<file path="config.mk">
export PLATFORM = sky130hd
export DESIGN_NAME = biquad_lowpass_fixed_point_unit
export DESIGN_NICKNAME = d
export VERILOG_FILES = /design/src/hdl/bqlp_pkg.sv /design/src/hdl/bqlp_shifter.sv /design/src/hdl/biquad_lowpass_fixed_point_unit.sv
export SDC_FILE = /design/constraint.sdc
export NUM_CORES = 2
export LEC_CHECK = 0
export BUFFER_PORTS_ARGS = -buffer_cell sky130_fd_sc_hd__buf_2
export CAP_MARGIN = 20
export CORE_ASPECT_RATIO = 1.2
export CORE_MARGIN = 2
export CORE_UTILIZATION = 55
export DETAILED_ROUTE_END_ITERATION = 7
export PLACE_DENSITY = 0.7
export SETUP_SLACK_MARGIN = 0.05
export SLEW_MARGIN = 20
export SYNTH_ARGS = -nofsm -noshare
export SYNTH_HDL_FRONTEND = slang
export SYNTH_SLANG_ARGS = --single-unit
</file>
<file path="constraint.sdc">
create_clock -name clk -period 10.12 [get_ports clk]
set_clock_uncertainty 0.1 [all_clocks]
set_input_delay 1.518 -clock clk [delete_from_list [all_inputs] [get_ports clk]]
set_output_delay 1.518 -clock clk [all_outputs]
set_load 0.01 [all_outputs]
</file>
<file path="src/hdl/bqlp_pkg.sv">
// shared types and constants for the biquad lowpass unit
package bqlp_pkg;

    localparam int SAMPLE_WIDTH_DEF = 16;

    localparam int GAIN_W      = 16;
    localparam int GAIN_FRAC   = 15;
    localparam int FF_COEFF_W  = 16;
    localparam int FB_COEFF_W  = 17;
    localparam int SHIFT_W     = 5;
    localparam int CFG_INDEX_W = 3;
    localparam int CFG_DATA_W  = 17;

    localparam int HIST_W  = 32;
    localparam int ACC_W   = 64;
    localparam int MUL_A_W = HIST_W + 1;
    localparam int MUL_B_W = FB_COEFF_W + 1;
    localparam int PROD_W  = MUL_A_W + MUL_B_W;
    localparam int SHAMT_W = SHIFT_W + 1;

    localparam logic [SHIFT_W-1:0] SHIFT_RESET = SHIFT_W'(16);

    typedef enum logic [CFG_INDEX_W-1:0] {
        REG_FF_COEFF  = 3'd0,
        REG_FF_SHIFT  = 3'd1,
        REG_FB1_COEFF = 3'd2,
        REG_FB1_SHIFT = 3'd3,
        REG_FB2_COEFF = 3'd4,
        REG_FB2_SHIFT = 3'd5
    } cfg_reg_t;

    // positive amount shifts right arithmetic, negative shifts left
    typedef struct packed {
        logic [ACC_W-1:0]          value;
        logic signed [SHAMT_W-1:0] amount;
    } shift_req_t;

endpackage

</file>
<file path="src/hdl/bqlp_shifter.sv">
// shared bidirectional barrel shifter for the biquad datapath
module bqlp_shifter
(
    input  bqlp_pkg::shift_req_t        req,
    output logic [bqlp_pkg::ACC_W-1:0]  result
);

    logic [bqlp_pkg::SHAMT_W-1:0] left_amt;

    assign left_amt = bqlp_pkg::SHAMT_W'(-req.amount);

    always_comb
    begin
        if (req.amount[bqlp_pkg::SHAMT_W-1])
        begin
            result = req.value << left_amt;
        end
        else
        begin
            result = bqlp_pkg::ACC_W'($signed(req.value) >>> req.amount[bqlp_pkg::SHAMT_W-2:0]);
        end
    end

endmodule

</file>
<file path="src/hdl/biquad_lowpass_fixed_point_unit.sv">
// top level of the second-order lowpass iir with output gain
//
//  channel | handshake             | payload
//  --------+-----------------------+----------------------------
//  cfg     | cfg_valid / cfg_ready | cfg_index, cfg_data
//  in      | in_valid / in_ready   | sample_in, gain
//  out     | out_valid / out_ready | sample_out
//
// a taken request runs through mul_ff, mul_fb1, mul_fb2, acc_fb2, scale, gain
// and out before a new one is taken; four of them use one 33x18 multiplier.
// the result waits in an output register; only the last step stalls on out_ready.
// asynchronous reset clears history, coefficients and output; shifts reset to 16.
// cfg_ready is always high; the user must write registers only while the unit is idle; the unit does not enforce it.
module biquad_lowpass_fixed_point_unit
#(
    parameter int SAMPLE_WIDTH = bqlp_pkg::SAMPLE_WIDTH_DEF
)
(
    input  logic                                   clk,
    input  logic                                   rst_n,
    input  logic                                   cfg_valid,
    output logic                                   cfg_ready,
    input  logic [bqlp_pkg::CFG_INDEX_W-1:0]       cfg_index,
    input  logic [bqlp_pkg::CFG_DATA_W-1:0]        cfg_data,
    input  logic                                   in_valid,
    output logic                                   in_ready,
    input  logic signed [SAMPLE_WIDTH-1:0]         sample_in,
    input  logic signed [bqlp_pkg::GAIN_W-1:0]     gain,
    output logic                                   out_valid,
    input  logic                                   out_ready,
    output logic signed [SAMPLE_WIDTH-1:0]         sample_out
);

    localparam int SUM_W = SAMPLE_WIDTH + 2;
    localparam int OUT_LO = bqlp_pkg::GAIN_FRAC;
    localparam int OUT_TOP = OUT_LO + SAMPLE_WIDTH - 1;

    typedef enum logic [2:0] {
        ST_IDLE,
        ST_MUL_FF,
        ST_MUL_FB1,
        ST_MUL_FB2,
        ST_ACC_FB2,
        ST_SCALE,
        ST_GAIN,
        ST_OUT
    } state_t;

    state_t state_reg;

    logic [bqlp_pkg::FF_COEFF_W-1:0]        ff_coeff_reg;
    logic [bqlp_pkg::SHIFT_W-1:0]           ff_shift_reg;
    logic signed [bqlp_pkg::FB_COEFF_W-1:0] fb1_coeff_reg;
    logic [bqlp_pkg::SHIFT_W-1:0]           fb1_shift_reg;
    logic signed [bqlp_pkg::FB_COEFF_W-1:0] fb2_coeff_reg;
    logic [bqlp_pkg::SHIFT_W-1:0]           fb2_shift_reg;

    logic signed [SAMPLE_WIDTH-1:0]         x1_reg;
    logic signed [SAMPLE_WIDTH-1:0]         x2_reg;
    logic signed [bqlp_pkg::HIST_W-1:0]     y1_reg;
    logic signed [bqlp_pkg::HIST_W-1:0]     y2_reg;

    logic signed [SAMPLE_WIDTH-1:0]         x_reg;
    logic signed [bqlp_pkg::GAIN_W-1:0]     gain_reg;
    logic signed [bqlp_pkg::PROD_W-1:0]     prod_reg;
    logic [bqlp_pkg::ACC_W-1:0]             acc_reg;

    logic                                   out_valid_reg;
    logic signed [SAMPLE_WIDTH-1:0]         sample_out_reg;

    logic signed [SUM_W-1:0]                x_ext;
    logic signed [SUM_W-1:0]                x1_ext;
    logic signed [SUM_W-1:0]                x2_ext;
    logic signed [SUM_W-1:0]                ff_sum;
    logic signed [bqlp_pkg::MUL_A_W-1:0]    mul_a;
    logic signed [bqlp_pkg::MUL_B_W-1:0]    mul_b;
    logic signed [bqlp_pkg::PROD_W-1:0]     mul_p;
    logic signed [bqlp_pkg::SHAMT_W-1:0]    fb1_diff;
    logic signed [bqlp_pkg::SHAMT_W-1:0]    fb2_diff;
    bqlp_pkg::shift_req_t                   shift_req;
    logic [bqlp_pkg::ACC_W-1:0]             shift_out;
    logic [bqlp_pkg::ACC_W-1:0]             prod_ext;
    logic [bqlp_pkg::ACC_W-1:0]             acc_next;
    logic signed [bqlp_pkg::HIST_W-1:0]     y_next;
    logic signed [SAMPLE_WIDTH-1:0]         sample_out_next;
    logic                                   y_fits;
    logic                                   out_fits;

    assign cfg_ready  = 1'b1;
    assign in_ready   = (state_reg == ST_IDLE);
    assign out_valid  = out_valid_reg;
    assign sample_out = sample_out_reg;

    // x + 2*x1 + x2
    assign x_ext  = SUM_W'(x_reg);
    assign x1_ext = SUM_W'(x1_reg);
    assign x2_ext = SUM_W'(x2_reg);
    assign ff_sum = x_ext + $signed({x1_ext[SUM_W-2:0], 1'b0}) + x2_ext;

    assign fb1_diff = $signed({1'b0, fb1_shift_reg}) - $signed({1'b0, ff_shift_reg});
    assign fb2_diff = $signed({1'b0, fb2_shift_reg}) - $signed({1'b0, ff_shift_reg});

    // operand select for the shared multiplier
    always_comb
    begin
        case (state_reg)
            ST_MUL_FF:
            begin
                mul_a = bqlp_pkg::MUL_A_W'(ff_sum);
                mul_b = $signed({2'b00, ff_coeff_reg});
            end
            ST_MUL_FB1:
            begin
                mul_a = bqlp_pkg::MUL_A_W'(y1_reg);
                mul_b = bqlp_pkg::MUL_B_W'(fb1_coeff_reg);
            end
            ST_MUL_FB2:
            begin
                mul_a = bqlp_pkg::MUL_A_W'(y2_reg);
                mul_b = bqlp_pkg::MUL_B_W'(fb2_coeff_reg);
            end
            ST_GAIN:
            begin
                mul_a = bqlp_pkg::MUL_A_W'(y1_reg);
                mul_b = bqlp_pkg::MUL_B_W'(gain_reg);
            end
            default:
            begin
                mul_a = '0;
                mul_b = '0;
            end
        endcase
    end

    assign mul_p    = mul_a * mul_b;
    assign prod_ext = bqlp_pkg::ACC_W'(prod_reg);

    // operand select for the shared shifter
    always_comb
    begin
        case (state_reg)
            ST_MUL_FB2:
            begin
                shift_req.value  = prod_ext;
                shift_req.amount = fb1_diff;
            end
            ST_ACC_FB2:
            begin
                shift_req.value  = prod_ext;
                shift_req.amount = fb2_diff;
            end
            ST_SCALE:
            begin
                shift_req.value  = acc_reg;
                shift_req.amount = $signed({1'b0, ff_shift_reg});
            end
            default:
            begin
                shift_req.value  = acc_reg;
                shift_req.amount = '0;
            end
        endcase
    end

    bqlp_shifter u_shifter
    (
        .req    (shift_req),
        .result (shift_out)
    );

    assign acc_next = acc_reg - shift_out;

    // saturate the scaled total to 32 bits
    assign y_fits = (&shift_out[bqlp_pkg::ACC_W-1:bqlp_pkg::HIST_W-1])
                  | ~(|shift_out[bqlp_pkg::ACC_W-1:bqlp_pkg::HIST_W-1]);

    always_comb
    begin
        if (y_fits)
        begin
            y_next = $signed(shift_out[bqlp_pkg::HIST_W-1:0]);
        end
        else if (shift_out[bqlp_pkg::ACC_W-1])
        begin
            y_next = $signed({1'b1, {(bqlp_pkg::HIST_W-1){1'b0}}});
        end
        else
        begin
            y_next = $signed({1'b0, {(bqlp_pkg::HIST_W-1){1'b1}}});
        end
    end

    // gain product >> 15, saturated to the sample width
    assign out_fits = (&prod_reg[bqlp_pkg::PROD_W-1:OUT_TOP])
                    | ~(|prod_reg[bqlp_pkg::PROD_W-1:OUT_TOP]);

    always_comb
    begin
        if (out_fits)
        begin
            sample_out_next = $signed(prod_reg[OUT_TOP:OUT_LO]);
        end
        else if (prod_reg[bqlp_pkg::PROD_W-1])
        begin
            sample_out_next = $signed({1'b1, {(SAMPLE_WIDTH-1){1'b0}}});
        end
        else
        begin
            sample_out_next = $signed({1'b0, {(SAMPLE_WIDTH-1){1'b1}}});
        end
    end

    // sequencer, configuration, history and output handshake
    always_ff @(posedge clk or negedge rst_n)
    begin
        if (!rst_n)
        begin
            state_reg      <= ST_IDLE;
            ff_coeff_reg   <= '0;
            ff_shift_reg   <= bqlp_pkg::SHIFT_RESET;
            fb1_coeff_reg  <= '0;
            fb1_shift_reg  <= bqlp_pkg::SHIFT_RESET;
            fb2_coeff_reg  <= '0;
            fb2_shift_reg  <= bqlp_pkg::SHIFT_RESET;
            x1_reg         <= '0;
            x2_reg         <= '0;
            y1_reg         <= '0;
            y2_reg         <= '0;
            out_valid_reg  <= 1'b0;
            sample_out_reg <= '0;
        end
        else
        begin
            if (cfg_valid)
            begin
                case (bqlp_pkg::cfg_reg_t'(cfg_index))
                    bqlp_pkg::REG_FF_COEFF:
                    begin
                        ff_coeff_reg <= cfg_data[bqlp_pkg::FF_COEFF_W-1:0];
                    end
                    bqlp_pkg::REG_FF_SHIFT:
                    begin
                        ff_shift_reg <= cfg_data[bqlp_pkg::SHIFT_W-1:0];
                    end
                    bqlp_pkg::REG_FB1_COEFF:
                    begin
                        fb1_coeff_reg <= $signed(cfg_data[bqlp_pkg::FB_COEFF_W-1:0]);
                    end
                    bqlp_pkg::REG_FB1_SHIFT:
                    begin
                        fb1_shift_reg <= cfg_data[bqlp_pkg::SHIFT_W-1:0];
                    end
                    bqlp_pkg::REG_FB2_COEFF:
                    begin
                        fb2_coeff_reg <= $signed(cfg_data[bqlp_pkg::FB_COEFF_W-1:0]);
                    end
                    bqlp_pkg::REG_FB2_SHIFT:
                    begin
                        fb2_shift_reg <= cfg_data[bqlp_pkg::SHIFT_W-1:0];
                    end
                    default:
                    begin
                    end
                endcase
            end

            // in the last step a taken result is replaced by the new one below
            if (out_valid_reg && out_ready && state_reg != ST_OUT)
            begin
                out_valid_reg <= 1'b0;
            end

            case (state_reg)
                ST_IDLE:
                begin
                    if (in_valid)
                    begin
                        state_reg <= ST_MUL_FF;
                    end
                end
                ST_MUL_FF:
                begin
                    state_reg <= ST_MUL_FB1;
                end
                ST_MUL_FB1:
                begin
                    state_reg <= ST_MUL_FB2;
                end
                ST_MUL_FB2:
                begin
                    state_reg <= ST_ACC_FB2;
                end
                ST_ACC_FB2:
                begin
                    state_reg <= ST_SCALE;
                end
                ST_SCALE:
                begin
                    x2_reg    <= x1_reg;
                    x1_reg    <= x_reg;
                    y2_reg    <= y1_reg;
                    y1_reg    <= y_next;
                    state_reg <= ST_GAIN;
                end
                ST_GAIN:
                begin
                    state_reg <= ST_OUT;
                end
                ST_OUT:
                begin
                    // hold here until the previous result has been taken
                    if (!out_valid_reg || out_ready)
                    begin
                        out_valid_reg  <= 1'b1;
                        sample_out_reg <= sample_out_next;
                        state_reg      <= ST_IDLE;
                    end
                end
                default:
                begin
                    state_reg <= ST_IDLE;
                end
            endcase
        end
    end

    // datapath registers
    always_ff @(posedge clk)
    begin
        if (state_reg == ST_IDLE && in_valid)
        begin
            x_reg    <= sample_in;
            gain_reg <= gain;
        end
        if (state_reg == ST_MUL_FF || state_reg == ST_MUL_FB1
            || state_reg == ST_MUL_FB2 || state_reg == ST_GAIN)
        begin
            prod_reg <= mul_p;
        end
        if (state_reg == ST_MUL_FB1)
        begin
            acc_reg <= prod_ext;
        end
        else if (state_reg == ST_MUL_FB2 || state_reg == ST_ACC_FB2)
        begin
            acc_reg <= acc_next;
        end
    end

endmodule

</file>
Yosys cells after proc, flatten, opt, wreduce, memory -nomap -nowiden
Index checks and enable logic that the tools add are counted.
{"block": "totals", "reg_bits": 328, "wordCells": 86, "inputBits": 57}
{"block": "op_classes", "bitwise_logic": 4, "eq_ne": 15, "n_addsub": 6, "multipliers": 1, "n_shift": 2, "n_reduce_logical": 25, "muxes": 16}
{"operator": "case mux 70 bit (3 select lines)", "count": 1}
{"operator": "2-to-1 mux 64 bit", "count": 3}
{"operator": "case mux 33 bit (3 select lines)", "count": 1}
{"operator": "case mux 18 bit (4 select lines)", "count": 1}
{"operator": "2-to-1 mux 32 bit", "count": 2}
{"operator": "left shift 64 x 6 -> 64 bit", "count": 1}
{"operator": ">>> shifter 64 x 5 -> 64 bit", "count": 1}
{"operator": "subtractor 64 bit", "count": 1}
{"operator": "multiplier 33 x 18 -> 51 bit", "count": 1}
{"operator": "AND reduction 33 bit", "count": 1}
{"operator": "OR reduction 33 bit", "count": 1}
{"operator": "2-to-1 mux 16 bit", "count": 2}
{"operator": "case mux 3 bit (8 select lines)", "count": 1}
{"operator": "AND reduction 21 bit", "count": 1}
{"operator": "OR reduction 21 bit", "count": 1}
{"operator": "adder 16 x 17 -> 18 bit", "count": 1}
{"operator": "adder 18 x 16 -> 18 bit", "count": 1}
{"operator": "== test 3 bit (second input constant)", "count": 6}
{"operator": "AND reduction 2 bit", "count": 8}
{"operator": "== test 3 x 2 -> 1 bit (second input constant)", "count": 4}
{"operator": "subtractor 5 x 5 -> 6 bit", "count": 2}
{"operator": "== test 3 x 1 -> 1 bit (second input constant)", "count": 2}
{"operator": "zero test 3 bit", "count": 2}
{"operator": "2-to-1 mux 3 bit", "count": 2}
{"operator": "other kinds (11)", "count": 22}

Longest topological paths before layout
{"block": "depth", "ltp_word": 9, "ltp_mapped": 46}

Cells and area by module
A second synthesis with hierarchy kept.
{"block": "unflattened", "cells_unflattened": 5389, "area_unflattened_um2": 48340.1}
{"mod": "biquad_lowpass_fixed_point_unit", "area_each_um2": 39603.0, "n_inst": 1, "cells_each": 4325, "seq_area_each_um2": 8947.3}
{"mod": "bqlp_shifter", "area_each_um2": 8737.1, "n_inst": 1, "cells_each": 1064, "seq_area_each_um2": 0.0}

Worst setup path after synthesis
OpenSTA, ideal clock, no wires.
{"block": "synth_path", "path_kind": "reg2reg", "startpoint": "reg x2_reg[1]", "endpoint": "reg prod_reg[47] (netlist name), data pin", "path_stages_with_launch": 44, "setup_time_ns": 0.266, "setup_slack_ns": -0.040, "t_arrival_ns": 9.794, "required_time_ns": 9.754, "cell_sequence": "dfrtp_1 > inv_1 > fa_1 > inv_1 > ha_1 > inv_1 > fa_1 > nor2b_1 > o21ai_0 > a21boi_0 > o21ai_0 > a21boi_0 > o21ai_0 > a21boi_0 > o21ai_0 > a211oi_1 > nor3_1 > nand3b_1 > [8 not listed] > inv_1 > fa_1 > fa_1 > inv_1 > fa_1 > inv_1 > ha_1 > o21ai_0 > a21oi_1 > o22ai_1 > nor3_1 > a21oi_1 > o21ai_0 > a41oi_1 > a211o_1 > o31ai_1 > o41ai_1 > xnor2_1"}
{"block": "synth_between", "elab_chain_len": 3}
{"element": "start, declared", "line": "biquad_lowpass_fixed_point_unit.sv:59", "source": "logic signed [SAMPLE_WIDTH-1:0] x2_reg;"}
{"element": "start signal, assigned", "line": "biquad_lowpass_fixed_point_unit.sv:299", "source": "x2_reg <= x1_reg;"}
{"element": "adder 18 x 16 -> 18 bit", "line": "biquad_lowpass_fixed_point_unit.sv:98", "source": "assign ff_sum = x_ext + $signed({x1_ext[SUM_W-2:0], 1'b0}) + x2_ext;"}
{"element": "case mux 33 bit (3 select lines)", "line": "biquad_lowpass_fixed_point_unit.sv:106", "source": "case (state_reg)"}
{"element": "multiplier 33 x 18 -> 51 bit", "line": "biquad_lowpass_fixed_point_unit.sv:135", "source": "assign mul_p = mul_a * mul_b;"}
{"element": "named net mul_p, one bit", "line": "biquad_lowpass_fixed_point_unit.sv:77", "source": "logic signed [bqlp_pkg::PROD_W-1:0] mul_p;"}
{"element": "end signal, assigned", "line": "biquad_lowpass_fixed_point_unit.sv:338", "source": "prod_reg <= mul_p;"}
{"element": "end, declared", "line": "biquad_lowpass_fixed_point_unit.sv:65", "source": "logic signed [bqlp_pkg::PROD_W-1:0] prod_reg;"}
The timed path passes the listed nets, and every way through them passes these cells.
A chain may end at the register's enable or synchronous reset.

Worst setup path after layout
{"block": "layout_path", "startpoint": "reg x_reg[1]", "endpoint": "reg prod_reg[49] (netlist name), data pin"}
{"block": "layout_between", "elab_chain_len": 4}
{"element": "start, declared", "line": "biquad_lowpass_fixed_point_unit.sv:63", "source": "logic signed [SAMPLE_WIDTH-1:0] x_reg;"}
{"element": "start signal, assigned", "line": "biquad_lowpass_fixed_point_unit.sv:332", "source": "x_reg <= sample_in;"}
{"element": "adder 16 x 17 -> 18 bit", "line": "biquad_lowpass_fixed_point_unit.sv:98"}
{"element": "adder 18 x 16 -> 18 bit", "line": "biquad_lowpass_fixed_point_unit.sv:98"}
{"element": "case mux 33 bit (3 select lines)", "line": "biquad_lowpass_fixed_point_unit.sv:106"}
{"element": "multiplier 33 x 18 -> 51 bit", "line": "biquad_lowpass_fixed_point_unit.sv:135"}
{"element": "named net mul_p, one bit", "line": "biquad_lowpass_fixed_point_unit.sv:77"}
The timed path passes the listed nets, and every way through them passes these cells.

==> results.ini <==
[floorplan]
rows=118
die_area_mm2=0.08974
die_h_um=327.8
fp.dieW_um=273.8
core_area_mm2=0.08637
initial_core_util_pct=55.63
io-pin-count=76

[setup_path]
critPathMaxStageDelay_ns=0.59
worstSetupEndpointType=flip-flop
crit_family=adder cells
cp_num_buf_inv=10
critPathSlowestCell=fa_1
worstSetupPathType=reg2reg
worstPathRequired_ns=10.35
cp-start-kind=flip-flop
cp_max_fo=7
critical_path_arrival_ns=10.14
crit_top_cell=fa_1

[yosys]
synth_area_leaders=fa_1 24%, dfrtp_1 9.3%, edfxtp_1 9.2%
yosysSeqAreaShare_pct=18.62
synthSimpleGateAreaFrac_pct=15.70
synth-async-reset-ratio_pct=55.18
synth_compound_area_share_pct=17.49
synth_top_family_by_area=adder cells
yosysTopAreaCell=fa_1
yosysTopAreaCellShare_pct=24.08
yosys.area_share.adder_pct=29.48
synth_nets=6399
yosysMostFrequentCell=nand2_1
yosysUniqueCellTypes=113
synth_xor_area_share_pct=2.352
synth_cells=5557
synth-edff-count=147
synth_seq_cells=328
yosys_warnings=0
syn_area_mm2=0.04804
synth_mux_area_share_pct=7.342
syn_avg_cell_area_um2=8.646
synth_ff_type=dfrtp_1
synth_top_cells_by_count=742 x nand2_1, 719 x inv_1, 578 x fa_1, 555 x nor2_1, 300 x a21oi_1

[min_path]
hp-class=reg2reg

[final_layout]
fillers=7652
layout-drive-gt1-share_pct=14.79
regArea_mm2=0.008956
multi_input_area_mm2=0.03552
nets=6527
area_delta_synth_final_pct=10.70
largest_reg_flops=64

[detailed_routing]
drt-total-wl_mm=180.9
wl_per_cell_um=26.38
route.detailed.drc=0
viasPerCell=6.356
ant_nets=0
firstDrtPassIters=8
via_count=43580
drt_iter0_markers=4565

[cts]
clkTransAtPathRegs_ns=0.06
cts_buffers=38
root_buffer=clkbuf_16
cts_tree=done
clock-sinks=328
cts-hold-fix-buffers=0
clk_path_buf_depth=3
clk_latency_ns=0.60
cts_htree_levels=2

[grt]
grt_pass1_vias=43550
grt-ovfl-total=0
grt_max_degree=144
grt_pass1_wl_mm=271.8
grt_util_all_layers_pct=40.26
grt_antenna_before_repair=4

[place]
port-buffer-count=74
pre_cts_slack_ns=-0.9425
gp_congestion=1.071
hpwl_mm=145.0

[timing]
min_period_ns=9.909
finalSetupViolCount=0
hold_violations=0
post-route-worst-setup-slack_ns=0.2107
fmax_ghz=0.1009
maxSlewViolCount=0
rsz0062_at_grt=yes
slew_headroom_pct=15.23
fin_crit_sh_pct=97.92
worst_pin_slew_ns=1.264

[run_status]
outcome=finished clean

[flow_run]
cap_violations=0

==> through the flow <==
| stage | cell area, um^2 | utilization [%] | hold WS, ns | TNS (ns) | std cells |
|---|---|---|---|---|---|
| 6_report | 53180 | 61.58 | 0.3788 | 0 | 6857 |
| 3_5_place_dp | 51130 | 59.19 | 0.3633 | -6.700 | 6764 |
| 4_1_cts | 52510 | 60.80 | 0.3790 | 0 | 6835 |
| 3_3_place_gp | 51130 | 59.19 | 0.3571 | -4.092 | 6764 |
| 2_1_floorplan | 48080 | - | 0.3456 | 0 | 5557 |
| 5_1_grt | 53180 | 61.57 | 0.4128 | -0.6097 | 6855 |
==> per-layer routing <==
| metal | track usage [%] | up-vias | routed length [um] |
|---|---|---|---|
| met5 | 0 | - | 0 |
| li1 | - | 19180 | - |
| met2 | 63.95 | 2249 | 82990 |
| met4 | 26.35 | 0 | 14140 |
| met3 | 6.806 | 541 | 14850 |
| met1 | 50.77 | 21610 | 68920 |
==> worst min-delay path, cell delays in order, from the launching register on <==
cell	delay [ns]
dfrtp_1	0.34
nand2_1	0.05
nand2_1	0.06
==> area by class of cell <==
class	instances	area share, %
clock buffer	47	1.870
timing repair buffer	429	6.124
sequential	328	16.84
tap	1140	2.682
antenna	2	0.009410
multi-input combinational	4164	66.79
clock inverter	23	0.5717
inverter	724	5.110
==> cell usage in the layout, fill, tap and decap left out, types with 31 or more instances in the layout <==
cell	netlist	layout
nand2_1	742	736
inv_1	719	709
fa_1	578	573
nor2_1	555	544
buf_4	29	330
a21oi_1	300	290
mux2i_1	205	205
ha_1	207	198
dfrtp_1	178	175
o21ai_0	164	152
edfxtp_1	147	147
o22ai_1	104	96
mux2_2	95	95
xnor2_1	85	85
nand3_1	80	79
nor3_1	81	76
buf_2	60	73
a21o_1	64	64
a22oi_1	55	54
a221oi_1	61	46
a32oi_1	46	46
a31oi_1	46	43
o22ai_2	35	42
nand4_1	40	40
xor2_1	39	39
clkbuf_16	0	39
a211oi_1	39	36
and2_1	34	33
or2_2	31	31
==> final timing paths <==
kind | from | endpoint | slack, ns | cells after the start
worst max-delay path | x_reg[1] | prod_reg[49] | 0.21 | 44
worst max register to register | x_reg[1] | prod_reg[49] | 0.21 | 44
worst min register to register | y2_reg[16] | y2_reg[16] | 0.38 | 2
max in group asynchronous | rst_n | state_reg[1] | 7.87 | 2
worst min-delay path | y2_reg[16] | y2_reg[16] | 0.38 | 2
min in group asynchronous | rst_n | sample_out[10] | 0.76 | 1
==> kinds of logic (layout without fill, tap and decap cells) <==
family | Yosys count | in the layout
AND/OR/NAND/NOR | 1729 | 1729
other | 1 | 3
adder cells (fa/ha/maj) | 785 | 785
flip-flops | 328 | 328
XOR/XNOR | 126 | 126
buffers and inverters | 1065 | 1223
multiplexers | 318 | 318
AO/OA/AOI/OAI | 1205 | 1205
==> what timing repair did <==
| action | 4_1_cts | 5_1_grt |
|---|---|---|
| pin swaps | 4 | 59 |
| endpoints found under the setup margin | 15 | 17 |
| resized for setup | 23 | 104 |
| gates cloned | 0 | 1 |
| setup buffers | 1 | 19 |
Power is not shown: default switching activity piles up to over one toggle a cycle in this logic, so the estimate is an artifact.
